$ cat src/sv/fspa_pkg.sv
// Shared types and constants of the fixed slot pool allocator.
// No dependencies; imported by the divider and the top level.
package fspa_pkg;

    localparam int ADDR_W    = 48;   // byte addresses
    localparam int SIZE_W    = 21;   // size register
    localparam int CNT_W     = 7;    // count register, free count
    localparam int REQ_W     = 32;   // requested bytes
    localparam int FBC_W     = 32;   // fallback counter
    localparam int STAT_W    = 3;
    localparam int STRIDE_W  = 22;   // slot size rounded up always fits here
    localparam int QUOT_W    = 22;   // quotient bits resolved by the divider
    localparam int DIVD_W    = 48;   // dividend / remainder width
    localparam int CFG_IDX_W = 2;
    localparam int CFG_DAT_W = 48;

    localparam logic [CFG_IDX_W-1:0] CFG_BASE  = 2'd0;
    localparam logic [CFG_IDX_W-1:0] CFG_SIZE  = 2'd1;
    localparam logic [CFG_IDX_W-1:0] CFG_COUNT = 2'd2;

    localparam logic FUNC_ALLOC = 1'b0;
    localparam logic FUNC_FREE  = 1'b1;

    typedef enum logic [STAT_W-1:0] {
        STAT_GRANT      = 3'd0,
        STAT_FALLBACK   = 3'd1,
        STAT_FREED      = 3'd2,
        STAT_NOT_OWNED  = 3'd3,
        STAT_NULL       = 3'd4,
        STAT_MISALIGNED = 3'd5
    } t_status;

    typedef enum logic [3:0] {
        S_IDLE,
        S_REBUILD,
        S_STRIDE_GO,
        S_STRIDE_SET,
        S_MUL,
        S_ALLOC,
        S_CHECK,
        S_DIV_WAIT,
        S_FREE,
        S_DONE
    } t_state;

    typedef struct packed {
        logic                start;
        logic [DIVD_W-1:0]   dividend;
        logic [STRIDE_W-1:0] divisor;
    } t_div_req;

    typedef struct packed {
        logic              done;
        logic [QUOT_W-1:0] quot;
        logic [DIVD_W-1:0] rem;
    } t_div_rsp;

endpackage

$ cat src/sv/fspa_ram.sv
// Generic single-write, single-read synchronous RAM with registered read.
// No dependencies; holds the free-list link memory.
module fspa_ram #(
    parameter int WIDTH = 8,
    parameter int DEPTH = 64,
    localparam int AW   = $clog2(DEPTH)
) (
    input  logic             i_clk,
    input  logic             i_we,
    input  logic [AW-1:0]    i_waddr,
    input  logic [WIDTH-1:0] i_wdata,
    input  logic             i_re,
    input  logic [AW-1:0]    i_raddr,
    output logic [WIDTH-1:0] o_rdata
);

    logic [WIDTH-1:0] r_mem [DEPTH];
    logic [WIDTH-1:0] r_rdata;

    always_ff @(posedge i_clk) begin
        if (i_we) begin
            r_mem[i_waddr] <= i_wdata;
        end
        if (i_re) begin
            r_rdata <= r_mem[i_raddr];
        end
    end

    assign o_rdata = r_rdata;

endmodule

$ cat src/sv/fspa_div.sv
// Restoring divider, one quotient bit per cycle, QUOT_W quotient bits per start.
// Depends on fspa_pkg; the quotient must fit in QUOT_W bits.
module fspa_div
    import fspa_pkg::*;
(
    input  logic     i_clk,
    input  logic     i_rst_n,
    input  t_div_req i_req,
    output t_div_rsp o_rsp
);

    localparam int STEP_W = $clog2(QUOT_W);

    logic [DIVD_W-1:0] r_rem;
    logic [DIVD_W-1:0] r_dsr;     // divisor aligned to the current quotient bit
    logic [QUOT_W-1:0] r_quot;
    logic [STEP_W-1:0] r_step;
    logic              r_busy;
    logic              r_done;
    logic              ge;

    assign ge = (r_rem >= r_dsr);

    always_ff @(posedge i_clk) begin
        if (!i_rst_n) begin
            r_busy <= 1'b0;
            r_done <= 1'b0;
            r_step <= '0;
        end else begin
            r_done <= 1'b0;
            if (i_req.start) begin
                r_busy <= 1'b1;
                r_step <= STEP_W'(QUOT_W - 1);
            end else if (r_busy) begin
                r_step <= r_step - 1'b1;
                if (r_step == '0) begin
                    r_busy <= 1'b0;
                    r_done <= 1'b1;
                end
            end
        end
    end

    always_ff @(posedge i_clk) begin
        if (i_req.start) begin
            r_rem  <= i_req.dividend;
            r_dsr  <= DIVD_W'(i_req.divisor) << (QUOT_W - 1);
            r_quot <= '0;
        end else if (r_busy) begin
            if (ge) begin
                r_rem <= r_rem - r_dsr;
            end
            r_quot <= {r_quot[QUOT_W-2:0], ge};
            r_dsr  <= r_dsr >> 1;
        end
    end

    assign o_rsp.done = r_done;
    assign o_rsp.quot = r_quot;
    assign o_rsp.rem  = r_rem;

endmodule

$ cat src/sv/fixed_slot_pool_allocator.sv
// Fixed-size slot pool allocator: LIFO free list with links in a RAM.
// Depends on fspa_pkg, fspa_ram (link memory) and fspa_div (offset divider).
//
// One request is in work at a time. An allocate goes from the accepting state through
// the multiply, allocate and done states; a free of the null address or of an address
// outside the pool goes through multiply, check and done. A free of an address inside
// the pool waits after the check until the byte offset is turned into a slot index by
// a 22-step restoring divider, then pushes the slot and goes to done. The done state
// waits while the output register holds a result that is not yet taken. The result
// sits in an output register, so the next request is taken while it waits. After reset
// and after each count register write the link RAM is rebuilt in a pass over all
// MAX_SLOTS entries; after reset and after each size register write the stride is
// recomputed in the stride go and stride set states by a multiply with the constant
// reciprocal of ALIGN_BYTES. No request is accepted during either; configuration beats are always taken.
module fixed_slot_pool_allocator
    import fspa_pkg::*;
#(
    parameter int MAX_SLOTS   = 64,
    parameter int ALIGN_BYTES = 16
) (
    input  logic                 i_clk,
    input  logic                 i_rst_n,
    // request stream
    input  logic                 s_axis_tvalid,
    output logic                 s_axis_tready,
    input  logic [79:0]          s_axis_tdata,  // req_size[31:0], addr[79:32]
    input  logic                 s_axis_tuser,  // func
    // result stream
    output logic                 m_axis_tvalid,
    input  logic                 m_axis_tready,
    output logic [87:0]          m_axis_tdata,  // slot_addr[47:0], free_slots[54:48],
                                                // fallback_total[86:55], pad[87]
    output logic [STAT_W-1:0]    m_axis_tuser,  // status
    // configuration writes
    input  logic                 i_cfg_valid,
    output logic                 o_cfg_ready,
    input  logic [CFG_IDX_W-1:0] i_cfg_index,
    input  logic [CFG_DAT_W-1:0] i_cfg_data
);

    localparam int IDX_W  = $clog2(MAX_SLOTS);
    localparam int HEAD_W = $clog2(MAX_SLOTS + 1);
    localparam int MA_W   = (HEAD_W > CNT_W) ? HEAD_W : CNT_W;
    localparam int PROD_W = MA_W + STRIDE_W;
    localparam int SUM_W  = ADDR_W + 1;

    // rounding to ALIGN_BYTES: exact floor division by a reciprocal multiply
    localparam int RCP_SH = STRIDE_W + $clog2(ALIGN_BYTES);
    localparam int RCP_W  = STRIDE_W + 1;
    localparam int RCP_PW = STRIDE_W + RCP_W;
    localparam logic [RCP_W-1:0] RCP =
        RCP_W'(((64'd1 << RCP_SH) + 64'(ALIGN_BYTES) - 64'd1) / 64'(ALIGN_BYTES));

    t_state r_state, n_state;

    logic [ADDR_W-1:0]   r_base;
    logic [SIZE_W-1:0]   r_size;
    logic [CNT_W-1:0]    r_count;
    logic [STRIDE_W-1:0] r_stride;
    logic [RCP_PW-1:0]   r_rcp_prod;
    logic                r_rebuild_req, r_stride_req;
    logic [HEAD_W-1:0]   r_fill;
    logic [HEAD_W-1:0]   r_head;
    logic [CNT_W-1:0]    r_free_total;
    logic [FBC_W-1:0]    r_fbc;

    logic                r_func;
    logic [REQ_W-1:0]    r_req;
    logic [ADDR_W-1:0]   r_addr;
    logic [PROD_W-1:0]   r_prod;
    t_status             r_res_status;
    logic [ADDR_W-1:0]   r_res_addr;

    logic                r_out_valid;
    t_status             r_out_status;
    logic [ADDR_W-1:0]   r_out_addr;
    logic [CNT_W-1:0]    r_out_free;
    logic [FBC_W-1:0]    r_out_fbc;

    // FSM outputs
    logic                in_rdy;
    logic                ram_re, ram_we;
    logic [IDX_W-1:0]    ram_waddr;
    logic [HEAD_W-1:0]   ram_wdata;
    logic [HEAD_W-1:0]   ram_rdata;
    t_div_req            div_req;
    t_div_rsp            div_rsp;
    logic                out_load;

    logic                in_beat, cfg_beat;
    logic                start_rebuild, start_stride, fill_last;
    logic [CNT_W-1:0]    cnt_nz, eff_cnt;
    logic [SIZE_W-1:0]   size_nz;
    logic [STRIDE_W-1:0] size_rnd, rcp_quot;
    logic [MA_W-1:0]     mul_a;
    logic [SUM_W-1:0]    pool_end;
    logic                is_null, in_pool, grant, push, misaligned;

    assign cfg_beat = i_cfg_valid & o_cfg_ready;
    assign in_beat  = s_axis_tvalid & s_axis_tready;

    assign cnt_nz  = (r_count == '0) ? CNT_W'(1) : r_count;
    assign eff_cnt = (MA_W'(cnt_nz) > MA_W'(MAX_SLOTS)) ? CNT_W'(MAX_SLOTS) : cnt_nz;
    assign size_nz = (r_size == '0) ? SIZE_W'(1) : r_size;

    assign size_rnd = STRIDE_W'(size_nz) + STRIDE_W'(ALIGN_BYTES - 1);
    assign rcp_quot = STRIDE_W'(r_rcp_prod >> RCP_SH);

    assign start_rebuild = (r_state == S_IDLE) && r_rebuild_req;
    assign start_stride  = (r_state == S_IDLE) && !r_rebuild_req && r_stride_req;
    assign fill_last     = (r_fill == HEAD_W'(MAX_SLOTS - 1));

    // allocate uses head * stride, free uses count * stride: one multiplier
    assign mul_a = (r_func == FUNC_FREE) ? MA_W'(eff_cnt) : MA_W'(r_head);

    assign pool_end = {1'b0, r_base} + SUM_W'(r_prod);
    assign is_null  = (r_addr == '0);
    assign in_pool  = (r_addr >= r_base) && ({1'b0, r_addr} < pool_end);
    assign grant    = (r_req <= REQ_W'(r_stride)) && (r_free_total != '0)
                      && (r_head < HEAD_W'(MAX_SLOTS));
    assign misaligned = (div_rsp.rem != '0);
    // a full list means the slot cannot be outstanding
    assign push     = !misaligned && (r_free_total < eff_cnt)
                      && (div_rsp.quot < QUOT_W'(MAX_SLOTS));

    // next state
    always_comb begin
        n_state = r_state;
        unique case (r_state)
            S_IDLE: begin
                if (r_rebuild_req)      n_state = S_REBUILD;
                else if (r_stride_req)  n_state = S_STRIDE_GO;
                else if (s_axis_tvalid) n_state = S_MUL;
            end
            S_REBUILD:     if (fill_last) n_state = S_IDLE;
            S_STRIDE_GO:   n_state = S_STRIDE_SET;
            S_STRIDE_SET:  n_state = S_IDLE;
            S_MUL:         n_state = (r_func == FUNC_FREE) ? S_CHECK : S_ALLOC;
            S_ALLOC:       n_state = S_DONE;
            S_CHECK:       n_state = (is_null || !in_pool) ? S_DONE : S_DIV_WAIT;
            S_DIV_WAIT:    if (div_rsp.done) n_state = S_FREE;
            S_FREE:        n_state = S_DONE;
            S_DONE:        if (!r_out_valid || m_axis_tready) n_state = S_IDLE;
            default:       n_state = S_IDLE;
        endcase
    end

    // state outputs
    always_comb begin
        in_rdy           = 1'b0;
        ram_re           = 1'b0;
        ram_we           = 1'b0;
        ram_waddr        = r_fill[IDX_W-1:0];
        ram_wdata        = r_fill + 1'b1;
        div_req.start    = 1'b0;
        div_req.dividend = DIVD_W'(r_addr - r_base);
        div_req.divisor  = r_stride;
        out_load         = 1'b0;
        unique case (r_state)
            S_IDLE: begin
                in_rdy = !r_rebuild_req && !r_stride_req;
                ram_re = in_rdy;   // prefetch link of the head
            end
            S_REBUILD: ram_we = 1'b1;
            S_CHECK: div_req.start = !is_null && in_pool;
            S_FREE: begin
                ram_we    = push;
                ram_waddr = div_rsp.quot[IDX_W-1:0];
                ram_wdata = r_head;
            end
            S_DONE: out_load = !r_out_valid || m_axis_tready;
            default: ;
        endcase
    end

    // control state
    always_ff @(posedge i_clk) begin
        if (!i_rst_n) begin
            r_state       <= S_IDLE;
            r_base        <= '0;
            r_size        <= SIZE_W'(40000);
            r_count       <= CNT_W'(64);
            r_rebuild_req <= 1'b1;
            r_stride_req  <= 1'b1;
            r_fill        <= '0;
            r_head        <= '0;
            r_free_total  <= '0;
            r_fbc         <= '0;
            r_out_valid   <= 1'b0;
        end else begin
            r_state <= n_state;

            if (cfg_beat && i_cfg_index == CFG_BASE)  r_base  <= i_cfg_data[ADDR_W-1:0];
            if (cfg_beat && i_cfg_index == CFG_SIZE)  r_size  <= i_cfg_data[SIZE_W-1:0];
            if (cfg_beat && i_cfg_index == CFG_COUNT) r_count <= i_cfg_data[CNT_W-1:0];

            r_rebuild_req <= (cfg_beat && i_cfg_index == CFG_COUNT)
                             || (r_rebuild_req && !start_rebuild);
            r_stride_req  <= (cfg_beat && i_cfg_index == CFG_SIZE)
                             || (r_stride_req && !start_stride);

            if (start_rebuild) begin
                r_fill <= '0;
            end else if (r_state == S_REBUILD) begin
                r_fill <= r_fill + 1'b1;
                if (fill_last) begin
                    r_head       <= '0;
                    r_free_total <= eff_cnt;
                end
            end

            if (r_state == S_ALLOC) begin
                if (grant) begin
                    r_head       <= ram_rdata;
                    r_free_total <= r_free_total - 1'b1;
                end else begin
                    r_fbc <= r_fbc + 1'b1;
                end
            end

            if (r_state == S_FREE && push) begin
                r_head       <= div_rsp.quot[HEAD_W-1:0];
                r_free_total <= r_free_total + 1'b1;
            end

            if (out_load)           r_out_valid <= 1'b1;
            else if (m_axis_tready) r_out_valid <= 1'b0;
        end
    end

    // payload
    always_ff @(posedge i_clk) begin
        if (in_beat) begin
            r_func <= s_axis_tuser;
            r_req  <= s_axis_tdata[31:0];
            r_addr <= s_axis_tdata[79:32];
        end
        if (r_state == S_STRIDE_GO) begin
            r_rcp_prod <= RCP_PW'(size_rnd) * RCP_PW'(RCP);
        end
        if (r_state == S_STRIDE_SET) begin
            r_stride <= rcp_quot * STRIDE_W'(ALIGN_BYTES);
        end
        if (r_state == S_MUL) begin
            r_prod <= PROD_W'(mul_a) * PROD_W'(r_stride);
        end
        case (r_state)
            S_ALLOC: begin
                r_res_status <= grant ? STAT_GRANT : STAT_FALLBACK;
                r_res_addr   <= grant ? (r_base + ADDR_W'(r_prod)) : '0;
            end
            S_CHECK: begin
                r_res_status <= is_null ? STAT_NULL : STAT_NOT_OWNED;
                r_res_addr   <= '0;
            end
            S_FREE: begin
                r_res_addr <= '0;
                if (misaligned)  r_res_status <= STAT_MISALIGNED;
                else if (push)   r_res_status <= STAT_FREED;
                else             r_res_status <= STAT_NOT_OWNED;
            end
            default: ;
        endcase
        if (out_load) begin
            r_out_status <= r_res_status;
            r_out_addr   <= r_res_addr;
            r_out_free   <= r_free_total;
            r_out_fbc    <= r_fbc;
        end
    end

    fspa_ram #(
        .WIDTH (HEAD_W),
        .DEPTH (MAX_SLOTS)
    ) u_link_ram (
        .i_clk   (i_clk),
        .i_we    (ram_we),
        .i_waddr (ram_waddr),
        .i_wdata (ram_wdata),
        .i_re    (ram_re),
        .i_raddr (r_head[IDX_W-1:0]),
        .o_rdata (ram_rdata)
    );

    fspa_div u_div (
        .i_clk   (i_clk),
        .i_rst_n (i_rst_n),
        .i_req   (div_req),
        .o_rsp   (div_rsp)
    );

    assign s_axis_tready = in_rdy;
    assign o_cfg_ready   = 1'b1;
    assign m_axis_tvalid = r_out_valid;
    assign m_axis_tuser  = r_out_status;
    assign m_axis_tdata  = {1'b0, r_out_fbc, r_out_free, r_out_addr};

    // free count never passes the pool size once the list is rebuilt
    a_free_bound: assert property (@(posedge i_clk) disable iff (!i_rst_n)
        (!r_rebuild_req && r_state != S_REBUILD) |-> (r_free_total <= eff_cnt))
        else $error("free count exceeds slot count");

    // only a grant carries a nonzero slot address
    a_addr_zero: assert property (@(posedge i_clk) disable iff (!i_rst_n)
        (m_axis_tvalid && m_axis_tuser != STAT_GRANT) |-> (m_axis_tdata[47:0] == '0))
        else $error("slot address on a non-grant result");

    // divider finishes only while the sequencer waits for it
    a_div_done: assert property (@(posedge i_clk) disable iff (!i_rst_n)
        div_rsp.done |-> (r_state == S_DIV_WAIT))
        else $error("divider result with nobody waiting");

    // an accepted request goes straight to the multiply step
    a_accept: assert property (@(posedge i_clk) disable iff (!i_rst_n)
        in_beat |=> (r_state == S_MUL))
        else $error("accepted request lost");

endmodule
$ cat config.mk
export PLATFORM = sky130hd
export DESIGN_NAME = fixed_slot_pool_allocator
export DESIGN_NICKNAME = d
export VERILOG_FILES = /design/src/sv/fspa_pkg.sv /design/src/sv/fspa_ram.sv /design/src/sv/fspa_div.sv /design/src/sv/fixed_slot_pool_allocator.sv
export SDC_FILE = /design/constraint.sdc
export NUM_CORES = 2
export LEC_CHECK = 0
export BUFFER_PORTS_ARGS = -buffer_cell sky130_fd_sc_hd__buf_2
export CORE_UTILIZATION = 32
export CTS_BUF_LIST = sky130_fd_sc_hd__clkbuf_8 sky130_fd_sc_hd__clkbuf_16
export CTS_CLUSTER_SIZE = 16
export DETAILED_ROUTE_END_ITERATION = 12
export PLACE_DENSITY_LB_ADDON = 0.25
export SYNTH_ARGS = -nofsm -noshare
export SYNTH_HDL_FRONTEND = slang
export SYNTH_SLANG_ARGS = --single-unit
$ cat constraint.sdc
create_clock -name i_clk -period 27.4 [get_ports i_clk]
set_input_delay 4.11 -clock i_clk [delete_from_list [all_inputs] [get_ports i_clk]]
set_output_delay 4.11 -clock i_clk [all_outputs]
set_load 0.05 [all_outputs]
* Yosys cells after proc, flatten, opt, wreduce, memory -nomap -nowiden
Memory sizes are Yosys's and may differ from the RTL's. A register that Yosys moved wholly into a read port is not among the register bits.
Index checks and enable logic that the tools add are counted.
** Word-level totals
- Register bits after elaboration :: 543
- RAM bits :: 448
- Input bits :: 136
- Output and inout bits :: 94
- Logic and storage cells :: 174
- Memories :: 1
** Operators by class
- Add/sub/neg operators :: 10
- $mul :: 1
- Magnitude comparators :: 8
- Eq/ne operators :: 16
- Multiplexer cells :: 53
- Bitwise logic cells :: 4
- Reductions and logical operators :: 49
** Memory list
- u_link_ram.r_mem :: depth 64, width 7, rd ports 1, clocked after Yosys merged registers in 1, write ports 1, RTL line fspa_ram.sv:17 : logic [WIDTH-1:0] r_mem [DEPTH];
** Operators by type and width (count)
- two-way mux 48 bit :: 4
- two-way mux 7 bit :: 16
- case mux 48 bit (2 select lines) :: 1
- two-way mux 43 bit :: 2
- adder 48 x 29 -> 49 bit :: 1
- less-than comparator 48 x 49 -> 1 bit :: 1
- adder 48 x 29 -> 48 bit :: 1
- >= comparator 48 x 43 -> 1 bit :: 1
- >= comparator 48 bit :: 1
- zero test 48 bit :: 1
- nonzero test 48 bit :: 1
- subtractor 48 x 43 -> 48 bit :: 1
- subtractor 48 bit :: 1
- adder 32 x 1 -> 32 bit (second input constant) :: 1
- <= comparator 32 x 22 -> 1 bit :: 1
- case mux 4 bit (8 select lines) :: 1
- two-way mux 4 bit :: 7
- multiplier 7 x 18 -> 25 bit :: 1
- adder 21 x 4 -> 22 bit (second input constant) :: 1
- less-than comparator 22 x 7 -> 1 bit (second input constant) :: 1
- zero test 21 bit :: 1
- two-way mux 21 bit :: 1
- == test 4 x 3 -> 1 bit (second input constant) :: 4
- logical AND 1 bit :: 16
- other kinds (37) :: 74

* Longest topological paths before layout
- Depth after elaboration :: 10
- Mapped depth :: 25
- Gate-level depth less buffers :: 22

* By module
Synthesis repeated with hierarchy kept, for this count alone.
** Second synthesis, totals
- Cell total of the unflattened synthesis :: 4141
- Area, all modules :: 50345.8 um^2
** Modules (own cells, without submodules)
- fixed_slot_pool_allocator :: instances 1, cells each 2501, area an instance 25313.0 um^2, seq. area each 11220.8 um^2
- fspa_ram :: instances 1, cells each 827, area an instance 17705.7 um^2, seq. area each 13663.1 um^2
- fspa_div :: instances 1, cells each 813, area an instance 7327.0 um^2, seq. area each 3103.0 um^2

* Worst setup path before layout
Ideal clock, no wire load.
- Path type :: input to register
- From :: in s_axis_tvalid
- To :: reg r_addr[0] (enable)
- Setup time :: 0.720 ns
- Arrival time :: 11.760 ns
- Required time :: 26.680 ns
- Path slack :: 14.920 ns
- Cell stages on the path :: 2
- Path buffers :: 0
- Cells stage by stage :: inv_1 nor4_1
** Between the ends
- Word-level cells in the longest chain between the ends :: 1
** Ends and longest elaborated chain
- start, declared :: RTL line fixed_slot_pool_allocator.sv:24 : input logic s_axis_tvalid,
- AND 1 bit :: RTL line fixed_slot_pool_allocator.sv:100 : assign in_beat = s_axis_tvalid & s_axis_tready;
- net in_beat :: RTL line fixed_slot_pool_allocator.sv:90 : logic in_beat, cfg_beat;
- end signal, assigned :: RTL line fixed_slot_pool_allocator.sv:236 : r_addr <= s_axis_tdata[79:32];
- end, declared :: RTL line fixed_slot_pool_allocator.sv:69 : logic [ADDR_W-1:0] r_addr;
The timed path passes the listed nets, and every way through them passes these cells.
A chain may end at the register's enable or synchronous reset.

* Worst setup path in the final report
- From :: reg r_prod[8]
- To :: reg u_div.r_dsr[29] (enable)
** Between the ends
- Word-level cells in the longest chain between the ends :: 6
** Ends and longest elaborated chain
- start, declared :: RTL line fixed_slot_pool_allocator.sv:70 : logic [PROD_W-1:0] r_prod;
- start signal, assigned :: RTL line fixed_slot_pool_allocator.sv:245 : r_prod <= PROD_W'(mul_a) * PROD_W'(r_stride);
- adder 48 x 29 -> 49 bit :: RTL line fixed_slot_pool_allocator.sv:116 : assign pool_end = {1'b0, r_base} + SUM_W'(r_prod);
- less-than comparator 48 x 49 -> 1 bit :: RTL line fixed_slot_pool_allocator.sv:118 : assign in_pool = (r_addr >= r_base) && ({1'b0, r_addr} < pool_end);
- logical AND 1 bit :: RTL line fixed_slot_pool_allocator.sv:118
- logical AND 1 bit :: RTL line fixed_slot_pool_allocator.sv:165 : S_CHECK: div_req.start = !is_null && in_pool;
- two-way mux 1 bit :: RTL line fixed_slot_pool_allocator.sv:159 : unique case (r_state)
- nonzero test 2 bit (no line)
- end signal, assigned :: RTL line fspa_div.sv:47 : r_dsr <= DIVD_W'(i_req.divisor) << (QUOT_W - 1);
- end signal, assigned :: RTL line fspa_div.sv:54 : r_dsr <= r_dsr >> 1;
- end, declared :: RTL line fspa_div.sv:15 : logic [DIVD_W-1:0] r_dsr;
Every way passes these cells.

==> impl.org <==
** Global routing
- Combined global-route utilization of all metal layers :: 17.4%
- GRT Residual Overflow :: 0
- Number of antenna violations at the first check in global routing :: 5
- Largest net degree at the start of global routing :: 88
- First-pass GRT wire length :: 207000 um
- The number of global-route vias before repair is 32097.

** Worst setup path
- In this design, the stage delay of the slowest critical-path cell is 0.81 ns.
- Slowest CP cell :: sky130_fd_sc_hd__buf_4
- Reg-to-reg setup timing slack :: 20.11 ns
- Arrival time reported for the critical path endpoint :: about 7.7 ns
- Cell breakdown of the critical path :: ha_1, a2111oi_4, o21ai_1, a41o_1, a31oi_2, a31oi_2, a211o_1, a21oi_4, nor3_1, xnor2_2, ha_1, nand4_1, nor2_1, o21ai_0, o221ai_1, a2111oi_0, a22o_1, a41oi_2, nor3_4, buf_4, buf_4, or2_2
- Tracing the worst setup path back leads to its startpoint at r_prod[8].
- Kind of end point of the critical path :: flip-flop
- Maximum fanout along the worst path :: 87
- Startpoint of the lowest-slack register-to-register path :: r_prod[8]
- CP Launch Type :: flip-flop
- STA puts the critical path data required time at 27.76 ns.
- WS Path Type :: reg -> reg

** Logic synthesis
- After synthesis the cells add up to 0.0500 mm^2.
- sky130_fd_sc_hd__edfxtp_1 is the most common cell in the netlist.
- A synthesized cell averages between 10 and 15 um^2.
- The share of the Yosys chip area taken by registers is a little under three fifths.
- After synthesis, the netlist uses 91 different library cells.
- #FFs+latches synth :: approximately 990
- Commonest cells in the netlist :: sky130_fd_sc_hd__edfxtp_1, sky130_fd_sc_hd__nor2_1, sky130_fd_sc_hd__nand2_1
- In this run, synthesis inferred 808 flip-flops with an integrated enable.
- During synthesis, Yosys emitted a total of 0 warnings.
- When the netlist entered floorplanning its net count stood at 4440.
- Yosys top cell area share :: 48.5%
- For this run, asynchronously set or reset flops after synthesis account for 0%.
- In the synthesized netlist, the number of instances is between 3000 and 4000.
- The biggest area contributor in the post-synthesis netlist is sky130_fd_sc_hd__edfxtp_1.
- In the synthesized netlist the dominant register cell turns out to be sky130_fd_sc_hd__edfxtp_1.
- Ranked by total cell area, the synthesized netlist is headed by sky130_fd_sc_hd__edfxtp_1, sky130_fd_sc_hd__dfxtp_1, sky130_fd_sc_hd__mux4_2.

** Clocking
- Clock-pin slew was measured on the worst setup and hold paths at 0.06 ns.
- Root cell of the clock tree :: sky130_fd_sc_hd__clkbuf_16
- The clock passes through at most 3 buffers.
- TritonCTS built the clock tree.
- Inserted Clock Buffers :: 105
- The H-tree was split into 3 levels.
- Total number of clock tree sinks :: 994
- Cells resized by post-CTS repair :: 0
- Buffers inserted to repair hold after CTS numbered 0.
- At the later pin of the worst-skew pair, clock insertion delay measures 0.76 ns.
- After clock tree synthesis, the setup repair step added 0 buffers.

** Drt
- The routed layout has 32424 vias.
- DRC violation count after routing :: 0
- Routed Wire Length :: 139000 um
- After the first detailed-routing iteration, the DRC count stood at 2685.
- In this run the remaining antenna-violating nets after routing total 0.
- The pre-antenna-repair detailed-routing pass consisted of 5 iterations.
- Routed vias/inst :: a little over 5
- Dividing the detail-routed wire length by the instance count gives 21.9 um.

** Pwr
- Fraction of power consumed by the clock network :: a little over two fifths
- Static leakage :: 20.8 nW
- Int Pwr :: 2.47 mW
- Switching part of the total :: 23.3%
- For this design the ratio of total power to cell area is 56.5 mW/mm^2.
- Power share of the combinational group :: 4.8%
- VDD IR-drop max :: 0.0726 mV
- Sequential fraction of design power :: 51.5%
- Summed over all nets, the switching power comes to ~750 uW.

** Timing
- Slew @ Worst Pin :: 1.18 ns
- Setup violators final :: 0
- Number of slew-limit violations in the final report :: 0
- Hold timing on the final database bottoms out at a slack of 0.414 ns.
- Measured against its own limit, the worst slew margin works out to 20.8%.
- Setup repair after global routing left no endpoint under its margin.
- For the finished layout, the period the worst path requires is 7.29 ns.
- Setup Total Neg Slack :: 0 ns
- The final critical path takes up between 20% and 30% of the cycle.
- The worst path meets setup with 20.11 ns of slack.
- F_max :: 0.137 GHz
- Between clock sinks in the finished design, the worst skew comes to 0.0610 ns.
- The hold violation total from the final report came to 0.

** Placement
- Detailed placement ended at an HPWL of 100000 um.
- Gpl congestion :: 0.873
- Buffers placed on the I/O ports in this run total 227.
- Pre-CTS setup slack :: 20.13 ns

** Floorplanning
- Ports placed on the boundary :: 230
- Horiz. Die Dim :: 397 um
- The floorplan has 144 rows.
- Die Y :: 397 um
- CORE AREA :: around 0.15 mm^2
- The floorplan step defined a die boundary enclosing 0.158 mm^2.
- Once the floorplan was initialized, standard cells occupied 32.3% of the core.

** Job
- Max-capacitance violation count :: 0

** Final layout
- Proportion of layout cells with a drive suffix above 1 :: 15.5%
- Total number of nets in the final design :: 4669
- Area growth syn-to-layout :: 14.1%

** Worst hold path
- Worst hold path class :: reg -> reg
- Worst Min Path Start :: r_rcp_prod[32]

** Outcome
- The flow ran to the end, and the final reports show no timing, DRC or antenna violations.
-- power by group through the flow --
stage	Combinational, mW	Clock (mW)	Sequential, mW
after floorplan	0.0955	0	1.68
after global placement	0.153	0	1.69
after detailed placement	0.154	0	1.69
after CTS	0.155	1.44	1.66
after global routing	0.169	1.49	1.66
final	0.154	1.41	1.66
-- cell families after synthesis --
kind of cell	share of synthesized area (%)
DFF	56.0
xor gates and xnor gates	3.59
muxes	8.36
buffers and inverters	3.17
and+or+nand+nor	10.4
adders and majority gates	9.14
other	0.0150
AOI/OAI and AO/OA	9.36
-- metal layers --
layer  track usage (%)  part of all wire (%)  up-vias  wire, um
met1              24.6                    46    16289     64500
met4              4.27                   2.2        6      3060
met2              27.5                    46      799     64100
met3              3.33                   5.4      173      7540
li1                  -                     -    15157         -
met5                 0                 0.025        -        35
-- worst max-delay path, delay by kind of cell (launching register included) --
kind | cells | cell delay (ns)
AO/OA/AOI/OAI | 12 | 3.18
AND/OR/NAND/NOR | 5 | 1.22
buffers and inverters | 2 | 1.20
adder cells (fa/ha/maj) | 2 | 0.68
flip-flops | 1 | 0.37
XOR/XNOR | 1 | 0.17
-- through the flow --
stage               cells  area, um^2  power [mW]  utilization (%)
floorplan            3988       50000        1.78                -
global placement     6154       53600        1.84             34.7
detailed placement   6154       53600        1.84             34.7
CTS                  6347       57000        3.25             36.9
global route         6348       57000        3.32             36.9
finish               6348       57000        3.22             36.9
-- layout by cell type (no fill, tap or decap), types with 20 or more instances in the layout --
master                      synthesis  routed
sky130_fd_sc_hd__and3_1            33      33
sky130_fd_sc_hd__nor3_1            37      34
sky130_fd_sc_hd__buf_4              2      49
sky130_fd_sc_hd__nor2_1           390     388
sky130_fd_sc_hd__o21ai_0          127     121
sky130_fd_sc_hd__nand3_1           60      60
sky130_fd_sc_hd__ha_1             234     234
sky130_fd_sc_hd__inv_1            248     275
sky130_fd_sc_hd__nor2b_1           32      32
sky130_fd_sc_hd__mux2i_1           79      77
sky130_fd_sc_hd__buf_2             21     227
sky130_fd_sc_hd__a21oi_1          230     230
sky130_fd_sc_hd__edfxtp_1         808     808
sky130_fd_sc_hd__xor2_1            86      86
sky130_fd_sc_hd__dfxtp_1          186     182
sky130_fd_sc_hd__mux4_2           147     147
sky130_fd_sc_hd__nand2b_1          50      50
sky130_fd_sc_hd__a211oi_1          25      25
sky130_fd_sc_hd__xnor2_1          102     102
sky130_fd_sc_hd__nor4_1            52      50
sky130_fd_sc_hd__clkbuf_16          0     111
sky130_fd_sc_hd__o21a_1            30      30
sky130_fd_sc_hd__nand2_1          360     359
sky130_fd_sc_hd__a21o_1            91      91
sky130_fd_sc_hd__and2_1            20      20
sky130_fd_sc_hd__nand4_1           45      45
sky130_fd_sc_hd__fa_1              82      82
-- layout make-up --
type / count / area, um^2
inverters: 251 / 945
diodes: 1 / 2.50
flip-flops and latches: 994 / 28000
well taps: 2044 / 2560
clock buffers: 118 / 2870
repair buffers: 276 / 1500
clock inverters: 75 / 559
fillers: 14994 / 97600
multi-input cells: 2589 / 20600
-- flip-flops by register name (all words and copies together) (netlist names), 4 cells and up --
name                count
u_link_ram.r_mem      448
r_addr                 48
r_base                 48
r_out_addr             48
r_res_addr             48
u_div.r_rem            48
u_div.r_dsr            43
r_fbc                  32
r_out_fbc              32
r_req                  32
r_prod                 25
u_div.r_quot           22
r_size                 21
r_rcp_prod             18
r_stride               18
r_count                 7
r_fill                  7
r_free_total            7
r_head                  7
r_out_free              7
u_link_ram.o_rdata      7
u_div.r_step            5
r_state                 4
-- worst paths after layout --
check | end | depth (start not counted)
max | u_div.r_dsr[29] | 22
min | r_stride[10] | 0
max reg2reg | u_div.r_dsr[29] | 22
min reg2reg | r_stride[10] | 0
(Power assumes the default switching activity.)
